File: src/hdl/alrp_pkg.sv
// Types and constants for the absolute-loader record parser.
// No dependencies.
`default_nettype none

package alrp_pkg;

  typedef enum logic [9:0] {
    PH_HUNT   = 10'b00_0000_0001,
    PH_CNT_LO = 10'b00_0000_0010,
    PH_CNT_HI = 10'b00_0000_0100,
    PH_ADR_LO = 10'b00_0000_1000,
    PH_ADR_HI = 10'b00_0001_0000,
    PH_DAT_LO = 10'b00_0010_0000,
    PH_DAT_HI = 10'b00_0100_0000,
    PH_SUM    = 10'b00_1000_0000,
    PH_DONE   = 10'b01_0000_0000,
    PH_FAILED = 10'b10_0000_0000
  } phase_e;

  typedef enum logic [1:0] {
    KIND_DATA = 2'd0,
    KIND_DONE = 2'd1,
    KIND_FAIL = 2'd2
  } kind_e;

  typedef enum logic [1:0] {
    WHY_NONE  = 2'd0,
    WHY_COUNT = 2'd1,
    WHY_SUM   = 2'd2,
    WHY_EARLY = 2'd3
  } reason_e;

  localparam logic [15:0] MinCount = 16'd6;
  localparam logic [7:0]  SumSeed  = 8'd1;
  localparam logic [7:0]  SyncLead = 8'h01;
  localparam logic [7:0]  SyncTail = 8'h00;

  typedef struct packed {
    phase_e      phase;
    logic [7:0]  previous_byte;
    logic [7:0]  running_sum;
    logic [15:0] remaining_count;
    logic [15:0] current_address;
    logic [15:0] first_address;
    logic        first_seen;
    logic        last_record;
    logic [7:0]  low_half;
  } state_t;

  typedef struct packed {
    kind_e       kind;
    reason_e     reason;
    logic [15:0] load_address;
    logic [14:0] word_offset;
    logic [15:0] data_word;
  } result_t;

endpackage

`default_nettype wire

File: src/hdl/alrp_step.sv
// Next-state and result logic for one tape byte.
// Depends on alrp_pkg.
`default_nettype none

module alrp_step (
  input  alrp_pkg::state_t  state_i,
  input  logic [7:0]        byte_i,
  input  logic              over_i,
  output alrp_pkg::state_t  state_o,
  output logic              res_valid_o,
  output alrp_pkg::result_t res_o
);

  logic [7:0]  sum_add;
  logic [15:0] joined;
  logic [15:0] rem_next;
  logic [15:0] diff;

  assign sum_add  = state_i.running_sum + byte_i;
  assign joined   = {byte_i, state_i.low_half};
  assign rem_next = state_i.remaining_count - 16'd2;
  assign diff     = state_i.current_address - state_i.first_address;

  always_comb begin
    state_o     = state_i;
    res_valid_o = 1'b0;
    res_o       = '0;
    if (state_i.phase != alrp_pkg::PH_DONE && state_i.phase != alrp_pkg::PH_FAILED) begin
      if (over_i) begin
        state_o.phase = alrp_pkg::PH_FAILED;
        res_valid_o   = 1'b1;
        res_o.kind    = alrp_pkg::KIND_FAIL;
        res_o.reason  = alrp_pkg::WHY_EARLY;
      end else begin
        if (state_i.phase != alrp_pkg::PH_HUNT) state_o.running_sum = sum_add;
        case (state_i.phase)
          alrp_pkg::PH_HUNT: begin
            if (state_i.previous_byte == alrp_pkg::SyncLead &&
                byte_i == alrp_pkg::SyncTail) begin
              state_o.running_sum = alrp_pkg::SumSeed;
              state_o.phase       = alrp_pkg::PH_CNT_LO;
            end
            state_o.previous_byte = byte_i;
          end
          alrp_pkg::PH_CNT_LO: begin
            state_o.low_half = byte_i;
            state_o.phase    = alrp_pkg::PH_CNT_HI;
          end
          alrp_pkg::PH_CNT_HI: begin
            if (joined < alrp_pkg::MinCount || joined[0]) begin
              state_o.phase = alrp_pkg::PH_FAILED;
              res_valid_o   = 1'b1;
              res_o.kind    = alrp_pkg::KIND_FAIL;
              res_o.reason  = alrp_pkg::WHY_COUNT;
            end else begin
              state_o.last_record     = (joined == alrp_pkg::MinCount);
              state_o.remaining_count = joined - alrp_pkg::MinCount;
              state_o.phase           = alrp_pkg::PH_ADR_LO;
            end
          end
          alrp_pkg::PH_ADR_LO: begin
            state_o.low_half = byte_i;
            state_o.phase    = alrp_pkg::PH_ADR_HI;
          end
          alrp_pkg::PH_ADR_HI: begin
            state_o.current_address = joined;
            if (!state_i.first_seen) begin
              state_o.first_address = joined;
              state_o.first_seen    = 1'b1;
            end
            state_o.phase = (state_i.remaining_count != 16'd0) ?
                            alrp_pkg::PH_DAT_LO : alrp_pkg::PH_SUM;
          end
          alrp_pkg::PH_DAT_LO: begin
            state_o.low_half = byte_i;
            state_o.phase    = alrp_pkg::PH_DAT_HI;
          end
          alrp_pkg::PH_DAT_HI: begin
            state_o.current_address = state_i.current_address + 16'd2;
            state_o.remaining_count = rem_next;
            state_o.phase = (rem_next != 16'd0) ? alrp_pkg::PH_DAT_LO : alrp_pkg::PH_SUM;
            res_valid_o        = 1'b1;
            res_o.kind         = alrp_pkg::KIND_DATA;
            res_o.load_address = state_i.current_address;
            res_o.word_offset  = diff[15:1];
            res_o.data_word    = joined;
          end
          alrp_pkg::PH_SUM: begin
            res_valid_o = 1'b1;
            if (sum_add != 8'd0) begin
              state_o.phase = alrp_pkg::PH_FAILED;
              res_o.kind    = alrp_pkg::KIND_FAIL;
              res_o.reason  = alrp_pkg::WHY_SUM;
            end else if (state_i.last_record) begin
              state_o.phase      = alrp_pkg::PH_DONE;
              res_o.kind         = alrp_pkg::KIND_DONE;
              res_o.load_address = state_i.current_address;
            end else begin
              res_valid_o           = 1'b0;
              state_o.previous_byte = 8'd0;
              state_o.phase         = alrp_pkg::PH_HUNT;
            end
          end
          default: begin
            state_o.phase = alrp_pkg::PH_FAILED;
          end
        endcase
      end
    end
  end

endmodule

`default_nettype wire

File: src/hdl/alrp_out_buf.sv
// Two-entry result buffer: output register plus skid register.
// Depends on alrp_pkg.
`default_nettype none

module alrp_out_buf (
  input  logic              clk_i,
  input  logic              rst_ni,
  input  logic              push_i,
  input  alrp_pkg::result_t push_data_i,
  output logic              space_o,
  output logic              out_valid_o,
  input  logic              out_ready_i,
  output alrp_pkg::result_t out_data_o
);

  logic              head_valid_q, head_valid_d;
  logic              skid_valid_q, skid_valid_d;
  alrp_pkg::result_t head_q, head_d;
  alrp_pkg::result_t skid_q, skid_d;
  logic              pop;

  assign pop         = head_valid_q && out_ready_i;
  assign space_o     = !skid_valid_q;
  assign out_valid_o = head_valid_q;
  assign out_data_o  = head_q;

  always_comb begin
    head_valid_d = head_valid_q;
    skid_valid_d = skid_valid_q;
    head_d       = head_q;
    skid_d       = skid_q;
    if (skid_valid_q) begin
      if (pop) begin
        head_d       = skid_q;
        skid_valid_d = 1'b0;
      end
    end else if (!head_valid_q || pop) begin
      head_valid_d = push_i;
      head_d       = push_data_i;
    end else if (push_i) begin
      skid_valid_d = 1'b1;
      skid_d       = push_data_i;
    end
  end

  always_ff @(posedge clk_i or negedge rst_ni) begin
    if (!rst_ni) begin
      head_valid_q <= 1'b0;
      skid_valid_q <= 1'b0;
    end else begin
      head_valid_q <= head_valid_d;
      skid_valid_q <= skid_valid_d;
    end
  end

  always_ff @(posedge clk_i) begin
    head_q <= head_d;
    skid_q <= skid_d;
  end

endmodule

`default_nettype wire

File: src/hdl/absolute_loader_record_parser_unit.sv
// Latency: a result is valid in the cycle after the byte that causes it is accepted,
// later only while earlier results still wait in the result buffer.
// Throughput: one byte per cycle while the skid entry is empty; the two-entry result
// buffer keeps input flowing across a single stalled result.
// Reset: parser returns to sync hunt with all state cleared, result buffer empty.
// Depends on alrp_pkg, alrp_step, alrp_out_buf.
`default_nettype none

module absolute_loader_record_parser_unit (
  input  logic        clk_i,
  input  logic        rst_ni,
  input  logic        in_valid_i,
  output logic        in_ready_o,
  input  logic [7:0]  stream_byte_i,
  input  logic        stream_over_i,
  output logic        out_valid_o,
  input  logic        out_ready_i,
  output logic [1:0]  result_kind_o,
  output logic [1:0]  fail_reason_o,
  output logic [15:0] load_address_o,
  output logic [14:0] word_offset_o,
  output logic [15:0] data_word_o
);

  alrp_pkg::state_t  state_q, state_d, step_state;
  alrp_pkg::result_t step_res, out_res;
  logic              step_valid;
  logic              accept;
  logic              space;

  assign in_ready_o = space;
  assign accept     = in_valid_i && space;

  alrp_step u_step (
    .state_i     (state_q),
    .byte_i      (stream_byte_i),
    .over_i      (stream_over_i),
    .state_o     (step_state),
    .res_valid_o (step_valid),
    .res_o       (step_res)
  );

  assign state_d = accept ? step_state : state_q;

  always_ff @(posedge clk_i or negedge rst_ni) begin
    if (!rst_ni) begin
      state_q <= '{phase:           alrp_pkg::PH_HUNT,
                   previous_byte:   8'd0,
                   running_sum:     8'd0,
                   remaining_count: 16'd0,
                   current_address: 16'd0,
                   first_address:   16'd0,
                   first_seen:      1'b0,
                   last_record:     1'b0,
                   low_half:        8'd0};
    end else begin
      state_q <= state_d;
    end
  end

  alrp_out_buf u_out_buf (
    .clk_i       (clk_i),
    .rst_ni      (rst_ni),
    .push_i      (accept && step_valid),
    .push_data_i (step_res),
    .space_o     (space),
    .out_valid_o (out_valid_o),
    .out_ready_i (out_ready_i),
    .out_data_o  (out_res)
  );

  assign result_kind_o  = out_res.kind;
  assign fail_reason_o  = out_res.reason;
  assign load_address_o = out_res.load_address;
  assign word_offset_o  = out_res.word_offset;
  assign data_word_o    = out_res.data_word;

endmodule

`default_nettype wire

File: config.mk
export PLATFORM = sky130hd
export DESIGN_NAME = absolute_loader_record_parser_unit
export DESIGN_NICKNAME = d
export VERILOG_FILES = /design/src/hdl/alrp_pkg.sv /design/src/hdl/alrp_step.sv /design/src/hdl/alrp_out_buf.sv /design/src/hdl/absolute_loader_record_parser_unit.sv
export SDC_FILE = /design/constraint.sdc
export NUM_CORES = 1
export LEC_CHECK = 0
export BUFFER_PORTS_ARGS = -buffer_cell sky130_fd_sc_hd__buf_2
export CAP_MARGIN = 20
export CORE_MARGIN = 8
export CORE_UTILIZATION = 55
export DETAILED_ROUTE_END_ITERATION = 6
export GPL_TIMING_DRIVEN = 0
export HOLD_SLACK_MARGIN = 0.06
export PLACE_DENSITY = 0.85
export SLEW_MARGIN = 10
export SYNTH_ARGS = -nofsm -noshare
export SYNTH_HDL_FRONTEND = slang
export SYNTH_SLANG_ARGS = --single-unit
File: constraint.sdc
create_clock -name clk_i -period 12.82 [get_ports clk_i]
set_input_delay 1.282 -clock clk_i [delete_from_list [all_inputs] [get_ports clk_i]]
set_output_delay 1.282 -clock clk_i [all_outputs]
set_load 0.1 [all_outputs]
==> flow_results.xml, run 1 <==
<?xml version="1.0" encoding="UTF-8"?>
<metrics>
  <group name="run_status">
    <metric name="outcome" unit="">finished clean</metric>
  </group>
  <group name="global_routing">
    <metric name="grt_antenna_before_repair" unit="">0</metric>
    <metric name="first_global_vias" unit="">7769</metric>
    <metric name="globalRouteOverflowTotal" unit="">0</metric>
    <metric name="total_track_usage" unit="">0.230</metric>
    <metric name="maximum_number_of_pins_on_one_net_before_global_route_repair" unit="">59</metric>
    <metric name="wire_length_of_the_first_global_routing_pass" unit="um">40400</metric>
  </group>
  <group name="synthesis">
    <metric name="seq_area_frac_synth" unit="">0.535</metric>
    <metric name="synth_flop_cell" unit="">sky130_fd_sc_hd__edfxtp_1</metric>
    <metric name="syn-mean-instance-area" unit="um^2">10.5</metric>
    <metric name="synth-warning-count" unit="">0</metric>
    <metric name="ys_seq_elements" unit="">188</metric>
    <metric name="synthesis.area" unit="um^2">9760</metric>
    <metric name="synth_edf_count" unit="">102</metric>
    <metric name="post-synth-top-area-fraction" unit="">0.314</metric>
    <metric name="postSynthCellCount" unit="">928</metric>
    <metric name="synthMostInstantiatedCell" unit="">sky130_fd_sc_hd__nand2_1</metric>
    <metric name="yosys-top-cells-count" unit="">sky130_fd_sc_hd__nand2_1 (108), sky130_fd_sc_hd__edfxtp_1 (102), sky130_fd_sc_hd__dfrtp_1 (85)</metric>
    <metric name="synth_nets" unit="">967</metric>
    <metric name="synth.area.top_cells" unit="">sky130_fd_sc_hd__edfxtp_1 (31%), sky130_fd_sc_hd__dfrtp_1 (22%), sky130_fd_sc_hd__nand2_1 (4.2%), sky130_fd_sc_hd__mux2_2 (3.7%), sky130_fd_sc_hd__o21ai_0 (3.6%)</metric>
    <metric name="yosys.area.top_type" unit="">sky130_fd_sc_hd__edfxtp_1</metric>
    <metric name="yosysUniqueCellTypes" unit="">73</metric>
    <metric name="synthArstFlopShare" unit="">0.457</metric>
  </group>
  <group name="route">
    <metric name="wl_met1" unit="um">9910</metric>
    <metric name="ant_nets" unit="">0</metric>
    <metric name="met3WireLength" unit="um">2130</metric>
    <metric name="routed_wirelength" unit="um">24900</metric>
    <metric name="detail_route.wl_per_cell" unit="um">19.9</metric>
    <metric name="drt_first_iter_violations" unit="">956</metric>
    <metric name="remaining_drc_errors" unit="">0</metric>
    <metric name="routed_via_density" unit="">6.17</metric>
    <metric name="drt_first_pass_iters" unit="">7</metric>
    <metric name="routed-wl-met2" unit="um">12000</metric>
    <metric name="vias" unit="">7724</metric>
    <metric name="maxUsedRoutingLayer" unit="">met4</metric>
  </group>
  <group name="final_layout">
    <metric name="final_design_area_no_fill" unit="um^2">11000</metric>
    <metric name="synthToLayoutAreaGrowth" unit="%">13.0</metric>
    <metric name="num-fill-cells" unit="">1323</metric>
    <metric name="multi_input_gate_area" unit="um^2">4140</metric>
    <metric name="post_route_cells_drive_above_1_share" unit="">0.175</metric>
    <metric name="antenna_cells_inserted" unit="">0</metric>
    <metric name="register_area" unit="um^2">5220</metric>
    <metric name="layout_net_count" unit="">1053</metric>
  </group>
  <group name="power_and_ir_drop">
    <metric name="power.static_leakage" unit="nW">4.46</metric>
    <metric name="power.ir.vdd_worst" unit="mV">0.0949</metric>
    <metric name="cellPowerDensity" unit="nW/um^2">108</metric>
  </group>
  <group name="timing">
    <metric name="worst_slew_pin_slew" unit="ps">967</metric>
    <metric name="fin_tns_setup" unit="ps">0</metric>
    <metric name="slew_violations" unit="">0</metric>
    <metric name="timing.final.ws_setup" unit="ps">8670</metric>
    <metric name="finalClockSkew" unit="ps">13.4</metric>
    <metric name="final-setup-viol-count" unit="">0</metric>
    <metric name="slew_headroom" unit="">0.339</metric>
    <metric name="finalHoldViolCount" unit="">0</metric>
    <metric name="rsz0062_at_grt" unit="">false</metric>
    <metric name="max_freq" unit="MHz">241</metric>
    <metric name="post-route-period-util" unit="">0.324</metric>
    <metric name="final_period_minus_worst_setup_slack" unit="ps">4150</metric>
  </group>
  <group name="placement">
    <metric name="port_buffers" unit="">64</metric>
    <metric name="placement.cell_area" unit="um^2">10400</metric>
    <metric name="dp_worst_setup_slack" unit="ps">8240</metric>
    <metric name="dp_hpwl" unit="um">17400</metric>
    <metric name="gp_routability_congestion" unit="">0.920</metric>
  </group>
  <group name="clock_tree">
    <metric name="postCtsSetupRepairBufs" unit="">0</metric>
    <metric name="clk_pin_slew_worst_paths" unit="ps">70</metric>
    <metric name="clock_tree_buf_depth" unit="">2</metric>
    <metric name="cts_sinks" unit="">188</metric>
    <metric name="clk_latency" unit="ps">450</metric>
    <metric name="cts_hold_buf" unit="">0</metric>
    <metric name="postCtsResizedCells" unit="">0</metric>
    <metric name="tritoncts" unit="">built</metric>
    <metric name="clockRootBuffer" unit="">sky130_fd_sc_hd__clkbuf_16</metric>
    <metric name="cts-buffers-inserted" unit="">17</metric>
    <metric name="htree_num_levels" unit="">4</metric>
  </group>
  <group name="worst_setup_path">
    <metric name="cp.buffers_inverters" unit="">3</metric>
    <metric name="worst_path_dominant_cell_family" unit="">compound AO/OA/AOI/OAI gates</metric>
    <metric name="startpoint_type" unit="">input port</metric>
    <metric name="cp_slowest_stage_delay" unit="ps">520</metric>
    <metric name="critical_path_class" unit="">input port to register</metric>
    <metric name="cp.required" unit="ps">13010</metric>
    <metric name="critPathCaptureType" unit="">register</metric>
    <metric name="crit_fanout" unit="">28</metric>
    <metric name="crit_arrival" unit="ps">4350</metric>
    <metric name="critical_path.slowest_cell" unit="">sky130_fd_sc_hd__or4_1</metric>
    <metric name="worstPathCellList" unit="">buf_2 &gt; ha_1 &gt; fa_1 &gt; a211oi_2 &gt; o21bai_1 &gt; a21oi_1 &gt; xnor2_1 &gt; or4_1 &gt; buf_6 &gt; o211ai_1 &gt; a21oi_4 &gt; buf_12</metric>
  </group>
  <group name="floorplanning">
    <metric name="floorplan.io_pins" unit="">66</metric>
    <metric name="die-height" unit="um">149</metric>
    <metric name="floorplan_row_count" unit="">48</metric>
    <metric name="design.die.area" unit="um^2">22300</metric>
    <metric name="starting_density_of_the_core" unit="">0.564</metric>
    <metric name="coreArea" unit="um^2">17300</metric>
    <metric name="die-width" unit="um">149</metric>
  </group>
  <group name="flow_run">
    <metric name="timing.max_cap.violations" unit="">0</metric>
  </group>
  <group name="min_path">
    <metric name="hold_path.class" unit="">register to register</metric>
  </group>
</metrics>
through the flow:
stage          hold WS (ps)  instances  power (mW)   util
3_5_place_dp            481       1220       0.672  0.604
4_1_cts                 503       1252        1.19  0.637
6_report                503       1252        1.19  0.637
3_3_place_gp            453       1217       0.670  0.599
5_1_grt                 516       1252        1.21  0.637
2_1_floorplan           436        928       0.657      -
area by class of cell:
cell class,count,share of cell area
Buffer,53,0.0236
Clock buffer,17,0.0386
Clock inverter,15,0.0144
Inverter,42,0.0143
Multi-Input combinational cell,645,0.375
Sequential cell,188,0.473
Tap cell,225,0.0255
Timing Repair Buffer,67,0.0354
path summary, 6_finish.rpt:
kind / end / cells past startpoint / slack [ps] / from
hold / removal: state_q[71] / 1 / 500 / state_q[71]
min in group asynchronous: state_q[58] / 1 / 770 / rst_ni
setup / recovery: u_out_buf.skid_q[45] / 12 / 8670 / stream_byte_i[0]
hold reg to reg: state_q[71] / 1 / 500 / state_q[71]
max in group asynchronous: state_q[10] / 2 / 11410 / rst_ni
setup reg to reg: u_out_buf.skid_q[45] / 8 / 8840 / state_q[75]
layout by cell type, fill, tap and decap left out, types with 15 or more instances in the layout:
cell type and n:
sky130_fd_sc_hd__nand2_1 108, sky130_fd_sc_hd__edfxtp_1 102, sky130_fd_sc_hd__dfrtp_1 85, sky130_fd_sc_hd__buf_2 77, sky130_fd_sc_hd__o21ai_0 70, sky130_fd_sc_hd__nor2_1 63
sky130_fd_sc_hd__a21oi_1 53, sky130_fd_sc_hd__inv_1 42, sky130_fd_sc_hd__clkbuf_1 33, sky130_fd_sc_hd__mux2_2 32, sky130_fd_sc_hd__nand3_1 25, sky130_fd_sc_hd__ha_1 24
sky130_fd_sc_hd__nor3_1 23, sky130_fd_sc_hd__xnor2_1 20, sky130_fd_sc_hd__and2_1 19, sky130_fd_sc_hd__a22o_1 19, sky130_fd_sc_hd__clkbuf_16 17, sky130_fd_sc_hd__o31ai_1 16
sky130_fd_sc_hd__xor2_1 15
routing by layer:
layer / global-route usage / up-vias
met4: 0.0999 / 0
met5: 0 / -
li1: - / 3535
met3: 0.0504 / 90
met1: 0.286 / 3719
met2: 0.378 / 380
logic make-up (layout without fill, tap and decap cells):
family | count (synthesis) | in the layout | share of synthesized area
AOI/OAI and AO/OA | 234 | 234 | 0.155
xor gates and xnor gates | 35 | 35 | 0.0314
adders and majority gates | 26 | 26 | 0.0349
buffers and inverters | 95 | 194 | 0.0428
DFF | 188 | 188 | 0.535
muxes | 33 | 33 | 0.0380
and+or+nand+nor | 317 | 317 | 0.164
state kept, by name, summed over array words and instances, names as in the netlist:
register / count
u_out_buf.out_data_o: 51
u_out_buf.out_valid_o: 1
u_out_buf.skid_valid_q: 1
u_out_buf.skid_q: 51
state_q: 84
report_power, final:
group | switching (mW) | total, mW | internal [mW]
registers | 0 | 0.632 | 0.632
clock network | 0.265 | 0.527 | 0.262
logic | 0.0188 | 0.0269 | 0.00806
(Power assumes the default switching activity.)
==> run 2, diff against run 1 <==
--- a/config.mk
+++ b/config.mk
@@ -5,6 +5,7 @@
 export SDC_FILE = /design/constraint.sdc
 export NUM_CORES = 1
 export LEC_CHECK = 0
+export ABC_AREA = 1
 export BUFFER_PORTS_ARGS = -buffer_cell sky130_fd_sc_hd__buf_2
 export CAP_MARGIN = 20
 export CORE_MARGIN = 8
@@ -12,7 +13,7 @@
 export DETAILED_ROUTE_END_ITERATION = 6
 export GPL_TIMING_DRIVEN = 0
 export HOLD_SLACK_MARGIN = 0.06
-export PLACE_DENSITY = 0.85
+export PLACE_DENSITY = 0.87
 export SLEW_MARGIN = 10
 export SYNTH_ARGS = -nofsm -noshare
 export SYNTH_HDL_FRONTEND = slang
==> constraint.sdc (replaced) <==
create_clock -name clk_i -period 3.5 [get_ports clk_i]
set_input_delay 0.35 -clock clk_i [delete_from_list [all_inputs] [get_ports clk_i]]
set_output_delay 0.35 -clock clk_i [all_outputs]
set_load 0.1 [all_outputs]
==> flow_results.xml, run 2 <==
<?xml version="1.0" encoding="UTF-8"?>
<metrics>
  <group name="global_routing">
    <metric name="wire_length_of_the_first_global_routing_pass" unit="um">41900</metric>
    <metric name="globalRouteOverflowTotal" unit="">0</metric>
    <metric name="maximum_number_of_pins_on_one_net_before_global_route_repair" unit="">58</metric>
    <metric name="first_global_vias" unit="">8434</metric>
    <metric name="total_track_usage" unit="">0.231</metric>
    <metric name="grt_antenna_before_repair" unit="">0</metric>
  </group>
  <group name="timing">
    <metric name="slew_violations" unit="">0</metric>
    <metric name="finalClockSkew" unit="ps">9.26</metric>
    <metric name="finalHoldViolCount" unit="">0</metric>
    <metric name="whs" unit="ps">172</metric>
    <metric name="final_period_minus_worst_setup_slack" unit="ps">2860</metric>
    <metric name="fin_tns_setup" unit="ps">0</metric>
    <metric name="worst_slew_pin_slew" unit="ps">777</metric>
    <metric name="max_freq" unit="MHz">350</metric>
    <metric name="rsz0062_at_grt" unit="">false</metric>
    <metric name="final-setup-viol-count" unit="">0</metric>
    <metric name="slew_headroom" unit="">0.481</metric>
    <metric name="post-route-period-util" unit="">0.816</metric>
    <metric name="timing.final.ws_setup" unit="ps">645</metric>
  </group>
  <group name="final_layout">
    <metric name="leading_cell_types_in_the_layout_fill_and_taps_excluded" unit="">sky130_fd_sc_hd__nand2_1 (317), sky130_fd_sc_hd__inv_1 (155), sky130_fd_sc_hd__nor2_1 (151)</metric>
    <metric name="post_route_cells_drive_above_1_share" unit="">0.112</metric>
    <metric name="fin_cells" unit="">1546</metric>
    <metric name="layout_net_count" unit="">1343</metric>
    <metric name="final_design_area_no_fill" unit="um^2">11400</metric>
    <metric name="antenna_cells_inserted" unit="">0</metric>
    <metric name="final_core_utilization" unit="">0.632</metric>
    <metric name="final_common_cell" unit="">sky130_fd_sc_hd__nand2_1</metric>
    <metric name="synthToLayoutAreaGrowth" unit="%">12.6</metric>
    <metric name="num-fill-cells" unit="">1491</metric>
    <metric name="register_with_the_most_flip_flops" unit="">state_q</metric>
    <metric name="largest_reg_flops" unit="">84</metric>
  </group>
  <group name="power_and_ir_drop">
    <metric name="clock_power_share" unit="">0.267</metric>
    <metric name="power.ir.vdd_worst" unit="mV">0.694</metric>
    <metric name="power.static_leakage" unit="nW">5.59</metric>
    <metric name="report.power.total" unit="mW">7.20</metric>
    <metric name="combPwrFrac" unit="">0.354</metric>
    <metric name="cellPowerDensity" unit="nW/um^2">632</metric>
    <metric name="switchingPower" unit="mW">3.10</metric>
    <metric name="power.internal" unit="mW">4.09</metric>
    <metric name="sequential_share_of_power" unit="">0.380</metric>
    <metric name="p_sw_frac" unit="">0.431</metric>
  </group>
  <group name="synthesis">
    <metric name="syn-mean-instance-area" unit="um^2">8.32</metric>
    <metric name="synth_nets" unit="">1255</metric>
    <metric name="synth.area.top_cells" unit="">sky130_fd_sc_hd__edfxtp_1 (30%), sky130_fd_sc_hd__dfrtp_1 (21%), sky130_fd_sc_hd__nand2_1 (12%), sky130_fd_sc_hd__inv_1 (5.8%), sky130_fd_sc_hd__nor2_1 (5.6%)</metric>
    <metric name="synth_edf_count" unit="">102</metric>
    <metric name="synthMostInstantiatedCell" unit="">sky130_fd_sc_hd__nand2_1</metric>
    <metric name="postSynthCellCount" unit="">1216</metric>
    <metric name="ys_seq_elements" unit="">188</metric>
    <metric name="synth-warning-count" unit="">0</metric>
    <metric name="synth_flop_cell" unit="">sky130_fd_sc_hd__edfxtp_1</metric>
    <metric name="yosysUniqueCellTypes" unit="">46</metric>
    <metric name="seq_area_frac_synth" unit="">0.516</metric>
    <metric name="yosys-top-cells-count" unit="">sky130_fd_sc_hd__nand2_1 (317), sky130_fd_sc_hd__inv_1 (156), sky130_fd_sc_hd__nor2_1 (151)</metric>
    <metric name="synthesis.area" unit="um^2">10100</metric>
    <metric name="post-synth-top-area-fraction" unit="">0.303</metric>
    <metric name="synthArstFlopShare" unit="">0.457</metric>
    <metric name="yosys.area.top_type" unit="">sky130_fd_sc_hd__edfxtp_1</metric>
  </group>
  <group name="worst_setup_path">
    <metric name="cp.required" unit="ps">3660</metric>
    <metric name="critPathCaptureType" unit="">register</metric>
    <metric name="crit_fanout" unit="">43</metric>
    <metric name="startpoint_type" unit="">register</metric>
    <metric name="critical_path_class" unit="">register to register</metric>
    <metric name="worst_r2r_path_depth" unit="">12</metric>
    <metric name="crit_arrival" unit="ps">3020</metric>
  </group>
  <group name="min_path">
    <metric name="hold_path.class" unit="">input port to register</metric>
    <metric name="timing.hold.worst_path_depth" unit="">2</metric>
  </group>
  <group name="clock_tree">
    <metric name="htree_num_levels" unit="">4</metric>
    <metric name="postCtsResizedCells" unit="">0</metric>
    <metric name="postCtsSetupRepairBufs" unit="">0</metric>
    <metric name="tritoncts" unit="">built</metric>
    <metric name="cts-buffers-inserted" unit="">17</metric>
    <metric name="cts_hold_buf" unit="">1</metric>
    <metric name="clock_tree_buf_depth" unit="">2</metric>
    <metric name="clockRootBuffer" unit="">sky130_fd_sc_hd__clkbuf_16</metric>
    <metric name="clk_latency" unit="ps">430</metric>
    <metric name="cts_sinks" unit="">188</metric>
    <metric name="clk_pin_slew_worst_paths" unit="ps">70</metric>
  </group>
  <group name="flow_run">
    <metric name="timing.max_cap.violations" unit="">0</metric>
  </group>
  <group name="floorplanning">
    <metric name="starting_density_of_the_core" unit="">0.561</metric>
    <metric name="coreArea" unit="um^2">18000</metric>
    <metric name="die-height" unit="um">152</metric>
    <metric name="floorplan_row_count" unit="">49</metric>
    <metric name="floorplan.io_pins" unit="">66</metric>
    <metric name="design.die.area" unit="um^2">23000</metric>
    <metric name="die-width" unit="um">152</metric>
  </group>
  <group name="run_status">
    <metric name="outcome" unit="">finished with violations</metric>
    <metric name="violations_in_the_final_reports" unit="">design-rule violations</metric>
  </group>
  <group name="route">
    <metric name="vias" unit="">8743</metric>
    <metric name="drt_first_iter_violations" unit="">919</metric>
    <metric name="routed_via_density" unit="">5.66</metric>
    <metric name="remaining_drc_errors" unit="">2</metric>
    <metric name="drt_first_pass_iters" unit="">7</metric>
    <metric name="detail_route.wl_per_cell" unit="um">16.5</metric>
    <metric name="routed_wirelength" unit="um">25500</metric>
    <metric name="ant_nets" unit="">0</metric>
  </group>
  <group name="placement">
    <metric name="dp_hpwl" unit="um">18900</metric>
    <metric name="placement.cell_area" unit="um^2">10800</metric>
    <metric name="dp_worst_setup_slack" unit="ps">514</metric>
    <metric name="dp_cells" unit="">1513</metric>
    <metric name="gp_routability_congestion" unit="">0.966</metric>
    <metric name="port_buffers" unit="">65</metric>
  </group>
</metrics>
run 2: final timing paths:
path	from	end	slack [ps]
setup / recovery	state_q[58]	u_out_buf.skid_q[7]	640
max in group asynchronous	rst_ni	state_q[74]	2470
min in group asynchronous	rst_ni	state_q[62]	380
hold reg to reg	state_q[9]	state_q[9]	480
setup reg to reg	state_q[58]	u_out_buf.skid_q[7]	640
hold / removal	stream_over_i	state_q[80]	170
run 2: power by group through the flow:
stage / Clock (mW) / Sequential, mW / Combinational [mW]
5_1_grt: 2.02 / 2.76 / 2.67
6_report: 1.92 / 2.73 / 2.54
4_1_cts: 1.93 / 2.74 / 2.56
3_5_place_dp: 0 / 2.78 / 2.55
2_1_floorplan: 0 / 4.38 / 0.564
3_3_place_gp: 0 / 2.77 / 2.50
run 2: kinds of logic after synthesis:
family                   synth area share
adder cells (fa/ha/maj)            0.0336
flip-flops                          0.516
AO/OA/AOI/OAI                       0.105
buffers and inverters              0.0732
XOR/XNOR                           0.0208
AND/OR/NAND/NOR                     0.252
run 2: per-layer routing:
metal | GRT usage | routed length (um) | vias to the layer above
met5 | 0 | 0 | -
met4 | 0.106 | 1090 | 0
met3 | 0.0431 | 1870 | 86
met2 | 0.384 | 12200 | 407
met1 | 0.290 | 10300 | 4068
li1 | - | - | 4182
run 2: worst max-delay path: stages, from the launching register on:
cell	delay (ps)
sky130_fd_sc_hd__dfrtp_1	390
sky130_fd_sc_hd__ha_1	220
sky130_fd_sc_hd__fa_1	420
sky130_fd_sc_hd__xor2_1	190
sky130_fd_sc_hd__nor3_1	170
sky130_fd_sc_hd__nand3_1	110
sky130_fd_sc_hd__nor2_1	170
sky130_fd_sc_hd__nand2_1	90
sky130_fd_sc_hd__nand2_1	200
sky130_fd_sc_hd__nand3_1	130
sky130_fd_sc_hd__nand3_1	120
sky130_fd_sc_hd__inv_2	120
sky130_fd_sc_hd__buf_12	200
run 2: final cells by class:
class                           count  area [um^2]  area share
Multi-Input combinational cell    837         4170       0.366
Sequential cell                   188         5220       0.458
Timing Repair Buffer               69          405      0.0356
Tap cell                          229          287      0.0251
Clock inverter                     13          140      0.0123
Clock buffer                       19          433      0.0380
Buffer                             29          131      0.0115
Inverter                          162          609      0.0535
